===== src/rtl/wstd_pkg.sv =====
package wstd_pkg;

  // field widths fixed by the interface
  localparam int HANDLE_W = 16;
  localparam int ENTRY_W  = 17;
  localparam int STOP_BIT = 16;
  localparam int QID_W    = 4;
  localparam int AW_W     = 5;
  localparam int REQ_W    = 2;
  localparam int STAT_W   = 3;

  // defaults for the top level parameters
  localparam int WORKERS_DEF = 4;
  localparam int DEPTH_DEF   = 64;

  localparam logic [AW_W-1:0] AW_RESET = 5'd4;

  // request kinds
  localparam logic [REQ_W-1:0] REQ_PUSH  = 2'd0;
  localparam logic [REQ_W-1:0] REQ_FETCH = 2'd1;
  localparam logic [REQ_W-1:0] REQ_STOP  = 2'd2;

  // result status codes
  localparam logic [STAT_W-1:0] ST_PUSHED = 3'd0;
  localparam logic [STAT_W-1:0] ST_GRANT  = 3'd1;
  localparam logic [STAT_W-1:0] ST_NONE   = 3'd2;
  localparam logic [STAT_W-1:0] ST_STOP   = 3'd3;
  localparam logic [STAT_W-1:0] ST_FULL   = 3'd4;

  typedef struct packed {
    logic             found;
    logic [QID_W-1:0] q;
  } scan_res_t;

  // a mod n for a below 16 and n in 1..16, restoring remainder in four steps
  function automatic logic [QID_W-1:0] mod_small(input logic [QID_W-1:0] a,
                                                 input logic [AW_W-1:0] n);
    logic [8:0] r;
    logic [8:0] d;
    int         i;
    r = {5'd0, a};
    for (i = 3; i >= 0; i--) begin
      d = {4'd0, n} << i;
      if (r >= d) begin
        r = r - d;
      end
    end
    return r[QID_W-1:0];
  endfunction

endpackage


===== src/rtl/wstd_scan.sv =====
module wstd_scan #(
  parameter int WORKERS = wstd_pkg::WORKERS_DEF
) (
  input  logic [WORKERS-1:0]         nonempty,
  input  logic [wstd_pkg::QID_W-1:0] start,
  output wstd_pkg::scan_res_t        res
);

  // first nonempty queue at or after start, else first from queue zero
  always_comb begin
    logic                       hi_f;
    logic                       lo_f;
    logic [wstd_pkg::QID_W-1:0] hi_q;
    logic [wstd_pkg::QID_W-1:0] lo_q;
    hi_f = 1'b0;
    lo_f = 1'b0;
    hi_q = '0;
    lo_q = '0;
    for (int j = WORKERS - 1; j >= 0; j--) begin
      if (nonempty[j]) begin
        lo_f = 1'b1;
        lo_q = wstd_pkg::QID_W'(j);
        if (wstd_pkg::QID_W'(j) >= start) begin
          hi_f = 1'b1;
          hi_q = wstd_pkg::QID_W'(j);
        end
      end
    end
    res.found = lo_f;
    res.q     = hi_f ? hi_q : lo_q;
  end

endmodule


===== config.mk =====
export PLATFORM = sky130hd
export DESIGN_NAME = wstd_scan
export DESIGN_NICKNAME = d
export VERILOG_FILES = /design/src/rtl/wstd_pkg.sv /design/src/rtl/wstd_scan.sv
export SDC_FILE = /design/constraint.sdc
export NUM_CORES = 1
export LEC_CHECK = 0
export BUFFER_PORTS_ARGS = -buffer_cell sky130_fd_sc_hd__buf_2
export CAP_MARGIN = 20
export CORE_AREA = 2 2 39 41
export DETAILED_ROUTE_END_ITERATION = 6
export DIE_AREA = 0 0 41 43
export GPL_ROUTABILITY_DRIVEN = 0
export MAX_ROUTING_LAYER = met4
export SLEW_MARGIN = 30
export SYNTH_ARGS = -nofsm -noshare
export SYNTH_HDL_FRONTEND = slang
export SYNTH_SLANG_ARGS = --single-unit

===== constraint.sdc =====
create_clock -name vclk -period 1.95
set_clock_uncertainty 0.1 [all_clocks]
set_input_delay 0.39 -clock vclk [all_inputs]
set_output_delay 0.39 -clock vclk [all_outputs]
set_load 0.01 [all_outputs]

==> flow_summary_export.csv <==
group,metric,value,unit
clock_tree,post_cts_buffers,0,
die,ios,13,
die,die_w,41,um
die,core_area,0.00138,sq mm
clock_tree,ctsHoldBuffers,0,
timing,fmax,573,MHz
global_route,track_usage,4.30,%
finish,clkbuf_count,0,
pwr,ir_drop,0.0251,mV
pwr,p_per_area,200,mW/mm^2
timing,fin_setup_tns,0,ns
global_route,grt-ovfl-total,0,
logic_synthesis,netlist_area,131,sq um
timing,min_period_over_period,89.5,%
logic_synthesis,yosysTopAreaCellShare,14.3,%
setup_path,critical_path_class,"input port to primary output",
placed_design,dp.cells,48,
placed_design,place_hpwl,326,um
route,via_count,166,
global_route,grt_pass1_vias,144,
finish,final_area,195,sq um
logic_synthesis,yosysSeqAreaShare,0,%
placed_design,placed_cell_area,195,sq um
timing,hold_ws,0.989,ns
timing,rsz0062_at_grt,"false",
logic_synthesis,synthTopCellsByCount,"nor2_1, nand2_1",
setup_path,end_kind,"primary output",
setup_path,startpoint_type,"input port",
hold_path,hold_class,"input port to primary output",
finish,num_antenna_cells,0,
timing,slew_violations,0,
finish,seqCellArea,0,sq um
die,start_util,9.49,%
route,first_pass_iters,1,
finish,final_cell_count_no_fill,48,
route,ant_nets,0,
route,detail_route.wirelength,355,um
finish,area_growth,48.6,%
global_route,antenna_found_initial,0,
logic_synthesis,synthCells,22,
timing,hold_viol,0,
placed_design,port_buffers,11,
placed_design,dp_slack,0.201,ns
global_route,grt_max_degree,6,
global_route,grt_pass1_wl,552,um
run,drv_cap,0,
finish,design.seq.count,0,
timing,setup_violations,0,
logic_synthesis,post-synth-top-area-cell,"a21boi_4",
pwr,power_leakage,0.0894,nW
timing,period_needed,1.75,ns
clock_tree,cts_resized,0,
logic_synthesis,ys_types,13,
finish,drive_above_1_share,40.6,%
route,via_per_inst,3.46,
logic_synthesis,synth_most_common_cell,"nor2_1",
die,die_h,43,um
die,fp-row-count,14,
die,dieArea,0.00176,sq mm
finish,nets,42,
outcome,status,"complete, no violations",
finish,fillCellCount,163,
setup_path,critPathRequiredTime,1.46,ns
hold_path,holdPathStages,3,
route,drt_iter0_drc,0,
hold_path,holdPathEnd,"res[1]",
route,drc,0,
logic_synthesis,postSynthAreaPerCell,5.97,sq um
hold_path,worstHoldStart,"nonempty[1]",
setup_path,arrival,1.26,ns
setup_path,crit_fanout,3,
route,wl_per_cell,7.40,um
logic_synthesis,synthTopCellsByArea,"a21boi_4, buf_4, nor2_1",
logic_synthesis,ys_warn_count,0,
timing,timing.final.ws_setup,0.204,ns
## critical path, cell delays in order
cell and delay (ns):
buf_2 0.10, nor3_1 0.33, nand2_1 0.09, o21ai_0 0.08, o21a_1 0.14, buf_2 0.12
## cell families after synthesis
logic type | after synthesis | share of synthesized area [%]
simple gates | 10 | 37.1
compound gates | 8 | 45.7
buf+inv | 3 | 14.3
other cells | 1 | 2.85
## worst max path at each step
stage                      from     end  slack (ns)  cells past startpoint
global placement       start[3]  res[0]        0.22                      6
global route           start[3]  res[0]        0.06                      6
floorplan           nonempty[2]  res[0]        0.47                      4
CTS                    start[3]  res[0]        0.20                      6
finish                 start[3]  res[0]        0.20                      6
detailed placement     start[3]  res[0]        0.20                      6
## layout by cell type, fill, tap and decap left out
| cell type | synthesis | final |
|---|---|---|
| a21boi_4 | 1 | 1 |
| a21oi_1 | 2 | 2 |
| buf_2 | 0 | 11 |
| conb_1 | 1 | 2 |
| inv_1 | 1 | 1 |
| nand2_1 | 3 | 3 |
| nand3b_1 | 1 | 1 |
| nor2_1 | 4 | 4 |
| nor3_1 | 1 | 1 |
| nor3_2 | 1 | 1 |
| o21a_1 | 2 | 2 |
| o21ai_0 | 2 | 2 |
| o22ai_1 | 1 | 1 |
## metal layers
| metal | vias to the layer above | track usage [%] | wire, um |
|---|---|---|---|
| met5 | - | - | 0 |
| met4 | 0 | 0 | 0 |
| met3 | 0 | 0 | 23 |
| met2 | 6 | 7.50 | 161 |
| met1 | 68 | 5.70 | 170 |
| li1 | 92 | - | - |
## layout make-up
type / count / area (sq um) / share of cell area, %
Inverter: 1 / 3.75 / 1.92
Multi-Input combinational cell: 20 / 116 / 59.6
Tap cell: 16 / 20.0 / 10.3
Timing Repair Buffer: 11 / 55.1 / 28.2
## stage by stage
stage | utilization [%] | power (mW)
floorplan | - | 0.0231
global placement | 14.1 | 0.0390
detailed placement | 14.1 | 0.0394
CTS | 14.1 | 0.0395
global route | 14.1 | 0.0445
finish | 14.1 | 0.0391
## report_power, final
group	leakage, nW	switching, mW	internal (mW)
clock network	0	0	0
registers	0	0	0
logic	0.0894	0.0209	0.0182
Power figures use the tool's default switching activity.
